--- config.mk ---
export PLATFORM = sky130hd
export DESIGN_NAME = lane_row_run_edge_scanner_unit_flat
export DESIGN_NICKNAME = d
export VERILOG_FILES = /design/src/design/lrs_pkg.sv /design/src/design/lrs_ifs.sv /design/src/design/lane_row_run_edge_scanner_unit.sv /design/src/flat_wrapper.sv
export SDC_FILE = /design/constraint.sdc
export NUM_CORES = 1
export LEC_CHECK = 0
export BUFFER_PORTS_ARGS = -buffer_cell sky130_fd_sc_hd__buf_2
export CORE_AREA = 8 8 139 141
export CTS_CLUSTER_SIZE = 12
export DETAILED_ROUTE_END_ITERATION = 7
export DIE_AREA = 0 0 147 149
export PLACE_DENSITY = 0.75
export SLEW_MARGIN = 20
export SYNTH_ARGS = -nofsm -noshare
export SYNTH_HDL_FRONTEND = slang
export SYNTH_SLANG_ARGS = --single-unit
export TNS_END_PERCENT = 30
--- constraint.sdc ---
create_clock -name clk -period 22.6 [get_ports clk]
set_clock_uncertainty 0.1 [all_clocks]
set_input_delay 4.52 -clock clk [delete_from_list [all_inputs] [get_ports clk]]
set_output_delay 4.52 -clock clk [all_outputs]
set_load 0.005 [all_outputs]
--- src/design/lrs_pkg.sv ---
// Package for the lane row run edge scanner.
// Holds field widths, frame limits and configuration register indexes.
// No dependencies; lrs_row_if and all modules import it.
`default_nettype none

package lrs_pkg;

  localparam int MAX_WIDTH  = 1024;
  localparam int MAX_HEIGHT = 1024;

  localparam int COL_W  = 10;
  localparam int ROW_W  = 10;
  localparam int DIM_W  = 11;
  localparam int KEPT_W = 2;
  localparam logic [KEPT_W-1:0] KEPT_SAT = KEPT_W'(2);

  localparam int DATA_W = 32;
  localparam int ADDR_W = 5;

  typedef enum logic [2:0] {
    REG_FRAME_WIDTH    = 3'd0,
    REG_FRAME_HEIGHT   = 3'd1,
    REG_SCAN_START_ROW = 3'd2,
    REG_MIN_RUN_WIDTH  = 3'd3,
    REG_MIN_LANE_WIDTH = 3'd4
  } reg_index_t;

  localparam logic [DIM_W-1:0] FRAME_WIDTH_RST    = DIM_W'(640);
  localparam logic [DIM_W-1:0] FRAME_HEIGHT_RST   = DIM_W'(480);
  localparam logic [ROW_W-1:0] SCAN_START_ROW_RST = ROW_W'(240);
  localparam logic [DIM_W-1:0] MIN_RUN_WIDTH_RST  = DIM_W'(2);
  localparam logic [DIM_W-1:0] MIN_LANE_WIDTH_RST = DIM_W'(20);

endpackage

`default_nettype wire

--- src/design/lrs_ifs.sv ---
// Valid/ready channel interfaces of the lane row run edge scanner.
// lrs_pixel_if carries mask pixels, lrs_row_if carries per-row results.
// Depends on lrs_pkg.
`default_nettype none

interface lrs_pixel_if;
  logic valid;
  logic ready;
  logic pixel;
  logic frame_start;

  modport source (output valid, output pixel, output frame_start, input ready);
  modport sink   (input valid, input pixel, input frame_start, output ready);
endinterface

interface lrs_row_if;
  import lrs_pkg::*;
  logic             valid;
  logic             ready;
  logic [ROW_W-1:0] row_index;
  logic [COL_W-1:0] left_edge;
  logic [COL_W-1:0] right_edge;
  logic             lane_found;
  logic             last_row;

  modport source (output valid, output row_index, output left_edge, output right_edge,
                  output lane_found, output last_row, input ready);
  modport sink   (input valid, input row_index, input left_edge, input right_edge,
                  input lane_found, input last_row, output ready);
endinterface

`default_nettype wire

--- src/design/lane_row_run_edge_scanner_unit.sv ---
// Lane row run edge scanner top level: pixel input register, run tracking, row result register.
// Depends on lrs_pkg and the channel interfaces in lrs_ifs.sv.
//
// The block takes one mask pixel per clock unless a row result stalls it.
// Each pixel is held in an input register and then updates the column,
// row and run state; that update loop sets the rate. A row result enters
// the output register as the row's last pixel leaves the input register.
// While the output register is empty or being emptied, pixels keep
// flowing; while a result waits there unaccepted, the pixel in the input
// register holds and the input stalls. The user must write configuration
// through the APB port while no pixel is in flight; the block does not
// enforce it. Width and height are saturated to 1..1024.
`default_nettype none

module lane_row_run_edge_scanner_unit (
  input  wire logic                         clk,
  input  wire logic                         rst,
  lrs_pixel_if.sink                         pixels,
  lrs_row_if.source                         rows,
  input  wire logic                         psel,
  input  wire logic                         penable,
  input  wire logic                         pwrite,
  input  wire logic [lrs_pkg::ADDR_W-1:0]   paddr,
  input  wire logic [lrs_pkg::DATA_W-1:0]   pwdata,
  output logic      [lrs_pkg::DATA_W-1:0]   prdata,
  output logic                              pready
);
  import lrs_pkg::*;

  logic [DIM_W-1:0] frame_width;
  logic [DIM_W-1:0] frame_height;
  logic [ROW_W-1:0] scan_start_row;
  logic [DIM_W-1:0] min_run_width;
  logic [DIM_W-1:0] min_lane_width;

  logic             in_valid;
  logic             in_pixel;
  logic             in_frame_start;

  logic [COL_W-1:0]  column_count;
  logic [ROW_W-1:0]  row_count;
  logic              inside_run;
  logic [COL_W-1:0]  run_begin;
  logic [KEPT_W-1:0] kept_runs;
  logic [COL_W-1:0]  first_left;
  logic [COL_W-1:0]  last_right;

  logic             out_valid;
  logic [ROW_W-1:0] out_row_index;
  logic [COL_W-1:0] out_left_edge;
  logic [COL_W-1:0] out_right_edge;
  logic             out_lane_found;
  logic             out_last_row;

  reg_index_t       wr_index;
  logic             cfg_write;
  logic             advance;

  logic [DIM_W-1:0]  width_eff;
  logic [DIM_W-1:0]  height_eff;
  logic [COL_W-1:0]  col_e;
  logic [ROW_W-1:0]  row_e;
  logic              inside_e;
  logic [COL_W-1:0]  begin_e;
  logic [KEPT_W-1:0] kept_e;
  logic [COL_W-1:0]  first_e;
  logic [COL_W-1:0]  last_e;
  logic              active;
  logic              row_end;
  logic              last_row_c;
  logic [COL_W-1:0]  begin_c;
  logic [COL_W-1:0]  end_col;
  logic              close_c;
  logic [DIM_W-1:0]  run_len;
  logic              keep;
  logic [COL_W-1:0]  span;
  logic              lane_c;

  logic              inside_run_next;
  logic [COL_W-1:0]  run_begin_next;
  logic [KEPT_W-1:0] kept_runs_next;
  logic [COL_W-1:0]  first_left_next;
  logic [COL_W-1:0]  last_right_next;

  // Configuration port
  assign pready    = 1'b1;
  assign wr_index  = reg_index_t'(paddr[ADDR_W-1:2]);
  assign cfg_write = psel && penable && pwrite;

  always_ff @(posedge clk) begin
    if (rst) begin
      frame_width    <= FRAME_WIDTH_RST;
      frame_height   <= FRAME_HEIGHT_RST;
      scan_start_row <= SCAN_START_ROW_RST;
      min_run_width  <= MIN_RUN_WIDTH_RST;
      min_lane_width <= MIN_LANE_WIDTH_RST;
    end else if (cfg_write) begin
      case (wr_index)
        REG_FRAME_WIDTH:    frame_width    <= pwdata[DIM_W-1:0];
        REG_FRAME_HEIGHT:   frame_height   <= pwdata[DIM_W-1:0];
        REG_SCAN_START_ROW: scan_start_row <= pwdata[ROW_W-1:0];
        REG_MIN_RUN_WIDTH:  min_run_width  <= pwdata[DIM_W-1:0];
        REG_MIN_LANE_WIDTH: min_lane_width <= pwdata[DIM_W-1:0];
        default: ;
      endcase
    end
  end

  always_comb begin
    prdata = '0;
    case (wr_index)
      REG_FRAME_WIDTH:    prdata = DATA_W'(frame_width);
      REG_FRAME_HEIGHT:   prdata = DATA_W'(frame_height);
      REG_SCAN_START_ROW: prdata = DATA_W'(scan_start_row);
      REG_MIN_RUN_WIDTH:  prdata = DATA_W'(min_run_width);
      REG_MIN_LANE_WIDTH: prdata = DATA_W'(min_lane_width);
      default:            prdata = '0;
    endcase
  end

  // Input register
  assign advance      = in_valid && (!out_valid || rows.ready);
  assign pixels.ready = !in_valid || advance;

  always_ff @(posedge clk) begin
    if (rst) begin
      in_valid <= 1'b0;
    end else if (pixels.ready) begin
      in_valid <= pixels.valid;
    end
  end

  always_ff @(posedge clk) begin
    if (pixels.valid && pixels.ready) begin
      in_pixel       <= pixels.pixel;
      in_frame_start <= pixels.frame_start;
    end
  end

  // Run tracking
  always_comb begin
    if (frame_width == '0) begin
      width_eff = DIM_W'(1);
    end else if (frame_width > DIM_W'(MAX_WIDTH)) begin
      width_eff = DIM_W'(MAX_WIDTH);
    end else begin
      width_eff = frame_width;
    end
    if (frame_height == '0) begin
      height_eff = DIM_W'(1);
    end else if (frame_height > DIM_W'(MAX_HEIGHT)) begin
      height_eff = DIM_W'(MAX_HEIGHT);
    end else begin
      height_eff = frame_height;
    end
  end

  always_comb begin
    col_e    = in_frame_start ? '0 : column_count;
    row_e    = in_frame_start ? '0 : row_count;
    inside_e = in_frame_start ? 1'b0 : inside_run;
    begin_e  = in_frame_start ? '0 : run_begin;
    kept_e   = in_frame_start ? '0 : kept_runs;
    first_e  = in_frame_start ? '0 : first_left;
    last_e   = in_frame_start ? '0 : last_right;

    active     = row_e >= scan_start_row;
    row_end    = ({1'b0, col_e} + DIM_W'(1)) >= width_eff;
    last_row_c = ({1'b0, row_e} + DIM_W'(1)) >= height_eff;

    begin_c = inside_e ? begin_e : col_e;
    end_col = in_pixel ? col_e : col_e - COL_W'(1);
    close_c = active && (in_pixel ? row_end : inside_e);
    run_len = {1'b0, end_col} - {1'b0, begin_c} + DIM_W'(1);
    keep    = close_c && (end_col >= begin_c) && (run_len >= min_run_width);

    kept_runs_next  = (keep && kept_e < KEPT_SAT) ? kept_e + KEPT_W'(1) : kept_e;
    first_left_next = (keep && kept_e == '0) ? begin_c : first_e;
    last_right_next = keep ? end_col : last_e;
    inside_run_next = active ? in_pixel : inside_e;
    run_begin_next  = (active && in_pixel && !inside_e) ? col_e : begin_e;

    span   = last_right_next - first_left_next;
    lane_c = (kept_runs_next >= KEPT_SAT) && (last_right_next >= first_left_next) &&
             ({1'b0, span} >= min_lane_width);
  end

  always_ff @(posedge clk) begin
    if (rst) begin
      column_count <= '0;
      row_count    <= '0;
      inside_run   <= 1'b0;
      run_begin    <= '0;
      kept_runs    <= '0;
      first_left   <= '0;
      last_right   <= '0;
    end else if (advance) begin
      if (row_end) begin
        column_count <= '0;
        row_count    <= last_row_c ? '0 : row_e + ROW_W'(1);
        inside_run   <= 1'b0;
        run_begin    <= '0;
        kept_runs    <= '0;
        first_left   <= '0;
        last_right   <= '0;
      end else begin
        column_count <= col_e + COL_W'(1);
        row_count    <= row_e;
        inside_run   <= inside_run_next;
        run_begin    <= run_begin_next;
        kept_runs    <= kept_runs_next;
        first_left   <= first_left_next;
        last_right   <= last_right_next;
      end
    end
  end

  // Result register
  always_ff @(posedge clk) begin
    if (rst) begin
      out_valid <= 1'b0;
    end else if (advance && active && row_end) begin
      out_valid <= 1'b1;
    end else if (rows.ready) begin
      out_valid <= 1'b0;
    end
  end

  always_ff @(posedge clk) begin
    if (advance && active && row_end) begin
      out_row_index  <= row_e;
      out_left_edge  <= first_left_next;
      out_right_edge <= last_right_next;
      out_lane_found <= lane_c;
      out_last_row   <= last_row_c;
    end
  end

  assign rows.valid      = out_valid;
  assign rows.row_index  = out_row_index;
  assign rows.left_edge  = out_left_edge;
  assign rows.right_edge = out_right_edge;
  assign rows.lane_found = out_lane_found;
  assign rows.last_row   = out_last_row;

endmodule

`default_nettype wire

--- src/flat_wrapper.sv ---
// flat-port wrapper written by rule: the top's interface ports become plain ports
module lane_row_run_edge_scanner_unit_flat import lrs_pkg::*;
  (clk, rst, psel, penable, pwrite, paddr, pwdata, prdata, pready, pixels_valid, pixels_pixel, pixels_frame_start, pixels_ready, rows_valid, rows_row_index, rows_left_edge, rows_right_edge, rows_lane_found, rows_last_row, rows_ready);
  lrs_pixel_if pixels_i ();
  lrs_row_if rows_i ();
  input  wire logic clk;
  input  wire logic rst;
  input  wire logic psel;
  input  wire logic penable;
  input  wire logic pwrite;
  input  wire logic [lrs_pkg::ADDR_W-1:0] paddr;
  input  wire logic [lrs_pkg::DATA_W-1:0] pwdata;
  output logic      [lrs_pkg::DATA_W-1:0] prdata;
  output logic pready;
  input wire logic [$bits(pixels_i.valid)-1:0] pixels_valid;
  input wire logic [$bits(pixels_i.pixel)-1:0] pixels_pixel;
  input wire logic [$bits(pixels_i.frame_start)-1:0] pixels_frame_start;
  output wire logic [$bits(pixels_i.ready)-1:0] pixels_ready;
  output wire logic [$bits(rows_i.valid)-1:0] rows_valid;
  output wire logic [$bits(rows_i.row_index)-1:0] rows_row_index;
  output wire logic [$bits(rows_i.left_edge)-1:0] rows_left_edge;
  output wire logic [$bits(rows_i.right_edge)-1:0] rows_right_edge;
  output wire logic [$bits(rows_i.lane_found)-1:0] rows_lane_found;
  output wire logic [$bits(rows_i.last_row)-1:0] rows_last_row;
  input wire logic [$bits(rows_i.ready)-1:0] rows_ready;
  assign pixels_i.valid = pixels_valid;
  assign pixels_i.pixel = pixels_pixel;
  assign pixels_i.frame_start = pixels_frame_start;
  assign pixels_ready = pixels_i.ready;
  assign rows_valid = rows_i.valid;
  assign rows_row_index = rows_i.row_index;
  assign rows_left_edge = rows_i.left_edge;
  assign rows_right_edge = rows_i.right_edge;
  assign rows_lane_found = rows_i.lane_found;
  assign rows_last_row = rows_i.last_row;
  assign rows_i.ready = rows_ready;
  lane_row_run_edge_scanner_unit u_core (.clk(clk), .rst(rst), .pixels(pixels_i), .rows(rows_i), .psel(psel), .penable(penable), .pwrite(pwrite), .paddr(paddr), .pwdata(pwdata), .prdata(prdata), .pready(pready));
endmodule
After elaboration in Yosys (flattened, before gate mapping)
Cells that the tools add are included.

Word-level logic and storage cells: 105. Flip-flop bits (word level): 143. Input bits: 46.

$add $sub $neg: 9. Multiplexer cells: 30. $lt $le $gt $ge: 11. Equality and inequality tests: 4. Reduce and logical (&&, ||, !) cells: 30.

Operators by type and width (number): 10-bit two-way mux (16); 11-bit case mux with 5 select lines (1); 11-bit two-way mux (4); 11-bit >= comparator (3); 10-bit >= comparator (3); 10-bit by 1-bit adder with 11-bit output, second input constant (2); 11-bit > comparator, second input constant (2); 11-bit logical NOT (2); 10-bit by 1-bit adder with 10-bit output, second input constant (2); 1-bit logical AND (15); 11-bit by 1-bit adder with 11-bit output, second input constant (1); 10-bit by 11-bit >= comparator with 1-bit output (1); 10-bit by 10-bit subtractor with 11-bit output (1); 2-bit AND reduction (5); 10-bit by 1-bit subtractor with 10-bit output, second input constant (1); 10-bit subtractor (1); 3-bit by 2-bit equality test with 1-bit output, second input constant (2); 1-bit two-way mux (6); 2-bit two-way mux (3); 3-bit by 1-bit equality test with 1-bit output, second input constant (1); 3-bit equality test, second input constant (1); 1-bit logical NOT (3); 3-bit logical NOT (1); 2-bit by 1-bit adder with 2-bit output, second input constant (1); 5 further kinds (6).

Depth between registers and ports, before layout
Gate-level depths: netlist of run 1.

Depth after elaboration: 13. Depth in mapped cells: 49.

Least setup slack after synthesis of run 1
Ideal clock, no wire load.

Path kind: input-to-output. From: input paddr[4] in the netlist's numbering. To: output prdata[0] in the netlist's numbering. Slack: 12.293 ns. Cell stages on the path: 6. Arrival time: 5.687 ns. Path through: clkbuf_1 buf_1 mux2i_1 nor2_1 a21oi_1 o22ai_1.

Longest elaborated chain between the ends: 2. Elaborated cells on any way between the ends: 6. Those cells by class: eq/ne (4); mux (1); reduce/logical (1).

RTL lines: from (decl) (RTL line flat_wrapper.sv:11) `input wire logic [lrs_pkg::ADDR_W-1:0] paddr;`; 3-bit equality test, or another cell as far along (RTL line lane_row_run_edge_scanner_unit.sv:111) `case (wr_index)`; 11-bit case mux with 5 select lines (*) (RTL line lane_row_run_edge_scanner_unit.sv:111); to (decl) (RTL line flat_wrapper.sv:13) `output logic [lrs_pkg::DATA_W-1:0] prdata;`.

Every way passes the cells marked *; elsewhere a longest branch is shown, timed or not.

Worst setup path after layout of run 1
From: input paddr[3] in the netlist's numbering. To: output prdata[8] in the netlist's numbering.

The elaborated chain is that of the path after synthesis.

==> results of run 1 <==
## placed cells by master, fill, tap and decap left out, types with 4 or more instances in the layout
| master | netlist | layout |
|---|---|---|
| o22ai_1 | 10 | 10 |
| nor2b_1 | 22 | 22 |
| edfxtp_1 | 34 | 34 |
| a211o_1 | 8 | 8 |
| a211oi_1 | 4 | 4 |
| dfxtp_1 | 109 | 109 |
| nand4_1 | 8 | 8 |
| xnor2_1 | 13 | 13 |
| o21bai_1 | 8 | 8 |
| buf_4 | 22 | 9 |
| clkinvlp_4 | 0 | 4 |
| nand3b_1 | 8 | 8 |
| conb_1 | 2 | 22 |
| o21ai_0 | 24 | 24 |
| nand2_1 | 105 | 105 |
| nand3_1 | 36 | 36 |
| buf_2 | 4 | 66 |
| o21a_1 | 6 | 6 |
| nor4_1 | 9 | 9 |
| fa_1 | 6 | 6 |
| xor2_1 | 21 | 21 |
| o21ai_1 | 10 | 10 |
| a22oi_1 | 41 | 41 |
| a21oi_1 | 76 | 76 |
| a21o_1 | 12 | 12 |
| nor2_1 | 138 | 138 |
| a31oi_1 | 6 | 6 |
| ha_1 | 88 | 88 |
| clkbuf_16 | 0 | 17 |
| or3_1 | 6 | 6 |
| and3_1 | 5 | 5 |
| nand2b_1 | 8 | 8 |
| mux2i_1 | 53 | 53 |
| mux2_2 | 5 | 5 |
| inv_1 | 81 | 81 |
| inv_6 | 0 | 6 |
## area by class of cell
class                      instances  area [µm²]  area share
tap                              225         282      0.0278
timing repair buffer              75         398      0.0392
sequential                       143        3200       0.316
multi-input combinational        800        5370       0.529
clock buffer                      17         425      0.0419
inverter                          84         315      0.0311
clock inverter                    15         149      0.0147
## worst paths after layout
check                        startpoint                endpoint  slack (ns)
setup / recovery               paddr[3]               prdata[8]       11.66
hold / removal      u_core.run_begin[4]     u_core.run_begin[4]        0.36
setup reg to reg  u_core.in_frame_start  u_core.rows.lane_found       13.04
hold reg to reg     u_core.run_begin[4]     u_core.run_begin[4]        0.36
## per-stage QoR
step	total power, mW	std cells	hold WS (ns)	utilization	instance area (µm²)
finish	0.613	1359	0.364	0.595	10100
global route	0.635	1359	0.385	0.595	10100
CTS	0.615	1359	0.354	0.595	10100
global placement	0.339	1327	0.344	0.561	9570
detailed placement	0.341	1327	0.347	0.561	9570
floorplan	0.325	1107	0.328	-	9280
## flip-flops by register name, summed over array words and instances, names as in the netlist, 2 cells and up
name	flops
u_core.column_count	10
u_core.first_left	10
u_core.frame_height	11
u_core.frame_width	11
u_core.kept_runs	2
u_core.last_right	10
u_core.min_lane_width	11
u_core.min_run_width	11
u_core.row_count	10
u_core.rows.left_edge	10
u_core.rows.right_edge	10
u_core.rows.row_index	10
u_core.run_begin	10
u_core.scan_start_row	10
## per-layer routing
metal,vias to the layer above,wire length [µm]
li1,3792,-
met1,3699,11000
met2,350,11100
met3,48,1910
met4,0,629
met5,-,0
## power groups by stage
stage	sequential (mW)	combinational (mW)	clock [mW]
floorplan	0.268	0.0566	0
global route	0.263	0.0816	0.290
global placement	0.269	0.0703	0
CTS	0.263	0.0728	0.279
finish	0.263	0.0730	0.277
detailed placement	0.269	0.0721	0
## kinds of logic (layout without fill, tap and decap cells)
family | count (synthesis) | in the layout | share of synthesized area
other | 2 | 22 | 0.000816
AND/OR/NAND/NOR | 358 | 358 | 0.177
flip-flops | 143 | 143 | 0.348
adder cells (fa/ha/maj) | 97 | 97 | 0.136
buffers and inverters | 164 | 191 | 0.0764
multiplexers | 60 | 60 | 0.0670
AO/OA/AOI/OAI | 229 | 229 | 0.163
XOR/XNOR | 34 | 34 | 0.0324
## critical path, cell delays in order
cell and delay, ns:
buf_2 0.49, nor2b_1 0.70, a21oi_1 0.17, o22ai_1 0.26, buf_2 0.17
==> impl_metrics.env, run 1 <==
export IMPL_cts_setup_buffers=0
export IMPL_grt_pass1_wl_um=39000
export IMPL_routed_wl_um=24700
export IMPL_worst_pin_slew_ns=1.07
export IMPL_power_frac_seq=0.430
export IMPL_irDropWorstVdd_v=0.0000509
export IMPL_clk_latency_ns=0.44
export IMPL_antenna_cells=0
export IMPL_worst_r2r_path_depth=43
export IMPL_vias_per_cell=5.81
export IMPL_synth_cell_types=70
export IMPL_hp_class="flip-flop to flip-flop"
export IMPL_slew_violations=0
export IMPL_critical_path_required_ns=17.98
export IMPL_drive_above_1_share=0.114
export IMPL_numCtsBuffers=17
export IMPL_grt_ovfl_total=0
export IMPL_drtIter0Drc=807
export IMPL_synth_area_top_cells="dfxtp_1 (24%), ha_1 (12%), edfxtp_1 (11%), mux2i_1 (5.8%), nor2_1 (5.6%)"
export IMPL_synth_area_um2=9200
export IMPL_synth_area_per_cell_um2=8.46
export IMPL_slew_headroom=0.287
export IMPL_p_leak_nw=4.37
export IMPL_finalCritPeriodShare=0.484
export IMPL_use_met2=0.350
export IMPL_port_buffers=67
export IMPL_synth_cells=1087
export IMPL_setup_ws_ns=11.66
export IMPL_post_drt_wl_per_cell_um=18.2
export IMPL_crit_type="primary input to primary output"
export IMPL_worst_ep_arrival_time_ns=6.32
export IMPL_hold_buffers=0
export IMPL_power_net_switching_mw=0.169
export IMPL_initial_core_util=0.539
export IMPL_yosysTopAreaCellShare=0.237
export IMPL_setup_violations_final=0
export IMPL_grt_util_met3=0.0422
export IMPL_place_congestion=0.913
export IMPL_yosysWarnings=0
export IMPL_critPathCaptureType="primary output"
export IMPL_combPwrFrac=0.119
export IMPL_post_route_min_period_ns=10.94
export IMPL_cts_buffer_depth=2
export IMPL_place_hpwl_um=18400
export IMPL_antenna_found_initial=0
export IMPL_fill_cells=1526
export IMPL_dr_pass1_iters=6
export IMPL_netlist_top_cells_count="nor2_1 (138), dfxtp_1 (109), nand2_1 (105)"
export IMPL_clkTransAtPathRegs_ns=0.07
export IMPL_synth_edff_count=34
export IMPL_holdPathStages=2
export IMPL_ys_flop_type="dfxtp_1"
export IMPL_gr_max_usage_layer="met2"
export IMPL_use_met1=0.300
export IMPL_io_pins=113
export IMPL_async_flop_share=0
export IMPL_cts_resized_gates=0
export IMPL_drv_cap=0
export IMPL_die_width_um=147
export IMPL_grt_pass1_vias=7380
export IMPL_die_area_um2=21900
export IMPL_grt_max_degree=100
export IMPL_cts_root_buf="clkbuf_16"
export IMPL_ant_nets=0
export IMPL_cts_sinks=143
export IMPL_cts_tree="built"
export IMPL_core_um2=17100
export IMPL_p_int_mw=0.444
export IMPL_fmax_mhz=91.4
export IMPL_hold_viol=0
export IMPL_powerDensity_nw_per_um2=60.5
export IMPL_status="finished, final reports clean"
export IMPL_track_usage=0.223
export IMPL_yosysMostFrequentCell="nor2_1"
export IMPL_drc=0
export IMPL_cts_max_level=4
export IMPL_nNetsFinal=1261
export IMPL_start_kind="primary input"
export IMPL_tns_ns=0
export IMPL_synth_top_cell_by_area="dfxtp_1"
export IMPL_rsz0062_at_grt="false"
export IMPL_switching_share=0.276
export IMPL_synth_ff_latch_count=143
export IMPL_clkPwrFrac=0.451
export IMPL_std_cell_rows=48
export IMPL_worstPathMaxFanout=29
export IMPL_ys_seq_area_frac=0.348
export IMPL_synthToLayoutAreaGrowth_pct=10.2
export IMPL_die_h_um=149
export IMPL_vias=7889
export IMPL_dpl_worst_slack_ns=11.73
No activity file was read; power rests on OpenSTA's default activity.
==> inputs of run 2 (changes only) <==
- clock period: 22.6 -> 11.5 ns (I/O delays scaled with it)
==> run 2 against run 1 <==
  * Final cell count about the same
  * Critical path depth increased by 40
  * Largest cell class unchanged
  * Die area is the same
  * Count of clock-buffer cells in the layout grew 4
  * Core utilization unchanged
  * Sequential share of layout area did not move
  * Hold slack worse by 0.0060 ns
  * Largest power group unchanged
  * Global-route usage decreased by 0.12 points
  * Via count is 0.86% higher
  * Non-clock buffer count down 1
  * Clock power up 96%
==> impl_metrics.env, run 2 (synthesized netlist as in run 1, its figures left out) <==
export IMPL_cts_setup_buffers=0
export IMPL_numCtsBuffers=17
export IMPL_grt_pass1_vias=7480
export IMPL_grt_ovfl_total=0
export IMPL_critical_path_required_ns=11.57
export IMPL_antenna_found_initial=0
export IMPL_routed_wl_um=24600
export IMPL_worst_pin_slew_ns=0.906
export IMPL_setup_violations_final=0
export IMPL_vias=7957
export IMPL_fmax_mhz=105
export IMPL_p_leak_nw=4.37
export IMPL_slew_headroom=0.394
export IMPL_cts_buffer_depth=2
export IMPL_setup_ws_ns=1.96
export IMPL_drtIter0Drc=774
export IMPL_place_congestion=0.876
export IMPL_cts_resized_gates=0
export IMPL_hp_class="flip-flop to flip-flop"
export IMPL_core_um2=17100
export IMPL_io_pins=113
export IMPL_finalCritPeriodShare=0.829
export IMPL_cts_tree="built"
export IMPL_ant_nets=0
export IMPL_cpPeakStageDelay_ns=0.68
export IMPL_instances_no_fill=1358
export IMPL_antenna_cells=0
export IMPL_die_area_um2=21900
export IMPL_holdPathStages=2
export IMPL_fin_hold_ws_ns=0.357
export IMPL_post_drt_wl_per_cell_um=18.1
export IMPL_crit_type="flip-flop to flip-flop"
export IMPL_power_mw=1.21
export IMPL_clkTransAtPathRegs_ns=0.06
export IMPL_grt_max_degree=110
export IMPL_drive_above_1_share=0.111
export IMPL_hold_viol=0
export IMPL_cts_root_buf="clkbuf_16"
export IMPL_clk_latency_ns=0.43
export IMPL_nNetsFinal=1260
export IMPL_die_h_um=149
export IMPL_r2r_start="u_core.in_frame_start"
export IMPL_worstReg2RegEnd="u_core.rows.lane_found"
export IMPL_slew_violations=0
export IMPL_worst_r2r_path_depth=45
export IMPL_worstPathMaxFanout=40
export IMPL_vias_per_cell=5.86
export IMPL_rsz0062_at_grt="false"
export IMPL_holdPathEnd="u_core.run_begin[4]"
export IMPL_cts_max_level=4
export IMPL_hp_start="u_core.run_begin[4]"
export IMPL_critPathCaptureType="flip-flop"
export IMPL_worst_ep_arrival_time_ns=9.61
export IMPL_place_hpwl_um=18200
export IMPL_die_width_um=147
export IMPL_dpl_worst_slack_ns=2.16
export IMPL_regToRegSetupSlack_ns=1.96
export IMPL_std_cell_rows=48
export IMPL_tns_ns=0
export IMPL_critical_path_slowest_cell="nand3_1"
export IMPL_start_kind="flip-flop"
export IMPL_irDropWorstVdd_v=0.0000971
export IMPL_hold_buffers=0
export IMPL_cp_common_cell="inv_1"
export IMPL_post_route_min_period_ns=9.54
export IMPL_placed_cells=1326
export IMPL_synthToLayoutAreaGrowth_pct=10.2
export IMPL_layout_common_cells="nor2_1 (138), dfxtp_1 (109), nand2_1 (105)"
export IMPL_port_buffers=67
export IMPL_dr_pass1_iters=5
export IMPL_drc=0
export IMPL_track_usage=0.222
export IMPL_status="finished, final reports clean"
export IMPL_cts_sinks=143
export IMPL_fill_cells=1534
export IMPL_powerDensity_nw_per_um2=119
export IMPL_drv_cap=0
export IMPL_initial_core_util=0.539
export IMPL_grt_pass1_wl_um=38800
export IMPL_final_common_cell="nor2_1"
[run 2: changes by cell type in the layout (fill, tap and decap cells not counted), moves of 2 or more]
cell	change
clkbuf_1	+2
inv_8	-2
buf_4	-2
inv_6	-4
[run 2: worst max path at each step]
stage	startpoint	endpoint	slack (ns)	depth (start not counted)
final	u_core.in_frame_start	u_core.rows.lane_found	1.96	45
after global routing	u_core.in_frame_start	u_core.rows.lane_found	1.30	45
after CTS	u_core.in_frame_start	u_core.rows.lane_found	2.09	45
after detailed placement	u_core.in_frame_start	u_core.rows.lane_found	2.16	45
after global placement	u_core.in_frame_start	u_core.rows.lane_found	2.24	43
after floorplan	u_core.in_frame_start	u_core.rows.lane_found	3.49	47
[run 2: area by class of cell]
class                           instances  area (µm²)  area share
Clock buffer                           21         472      0.0465
Clock inverter                         11         106      0.0105
Inverter                               84         315      0.0311
Multi-Input combinational cell        800        5370       0.529
Sequential cell                       143        3200       0.316
Tap cell                              225         282      0.0278
Timing Repair Buffer                   74         394      0.0389
[run 2: worst max-delay path: cells and delay by family (launching register included)]
kind | cells | cell delay, ns
simple gates | 5 | 1.59
fa+ha+maj | 9 | 2.47
buf+inv | 8 | 0.82
compound gates | 21 | 3.67
flops | 1 | 0.37
xor+xnor | 2 | 0.23
[run 2: stage by stage]
stage | util | area (µm²)
after floorplan | - | 9280
after global placement | 0.561 | 9560
after detailed placement | 0.561 | 9560
after CTS | 0.594 | 10100
after global routing | 0.595 | 10100
final | 0.595 | 10100
[run 2: where the power goes]
part	internal [mW]	total, mW	switching (mW)
registers	0.515	0.518	0.00331
logic	0.0537	0.143	0.0894
clock network	0.318	0.544	0.226
total	0.886	1.21	0.319
[run 2: metal layers]
layer  share of wire  vias up  global-route usage
li1                -     3803                   -
met1            0.45     3742               0.300
met2            0.45      362               0.340
met3           0.074       50              0.0394
met4           0.032        0              0.0999
met5               0        -                   0
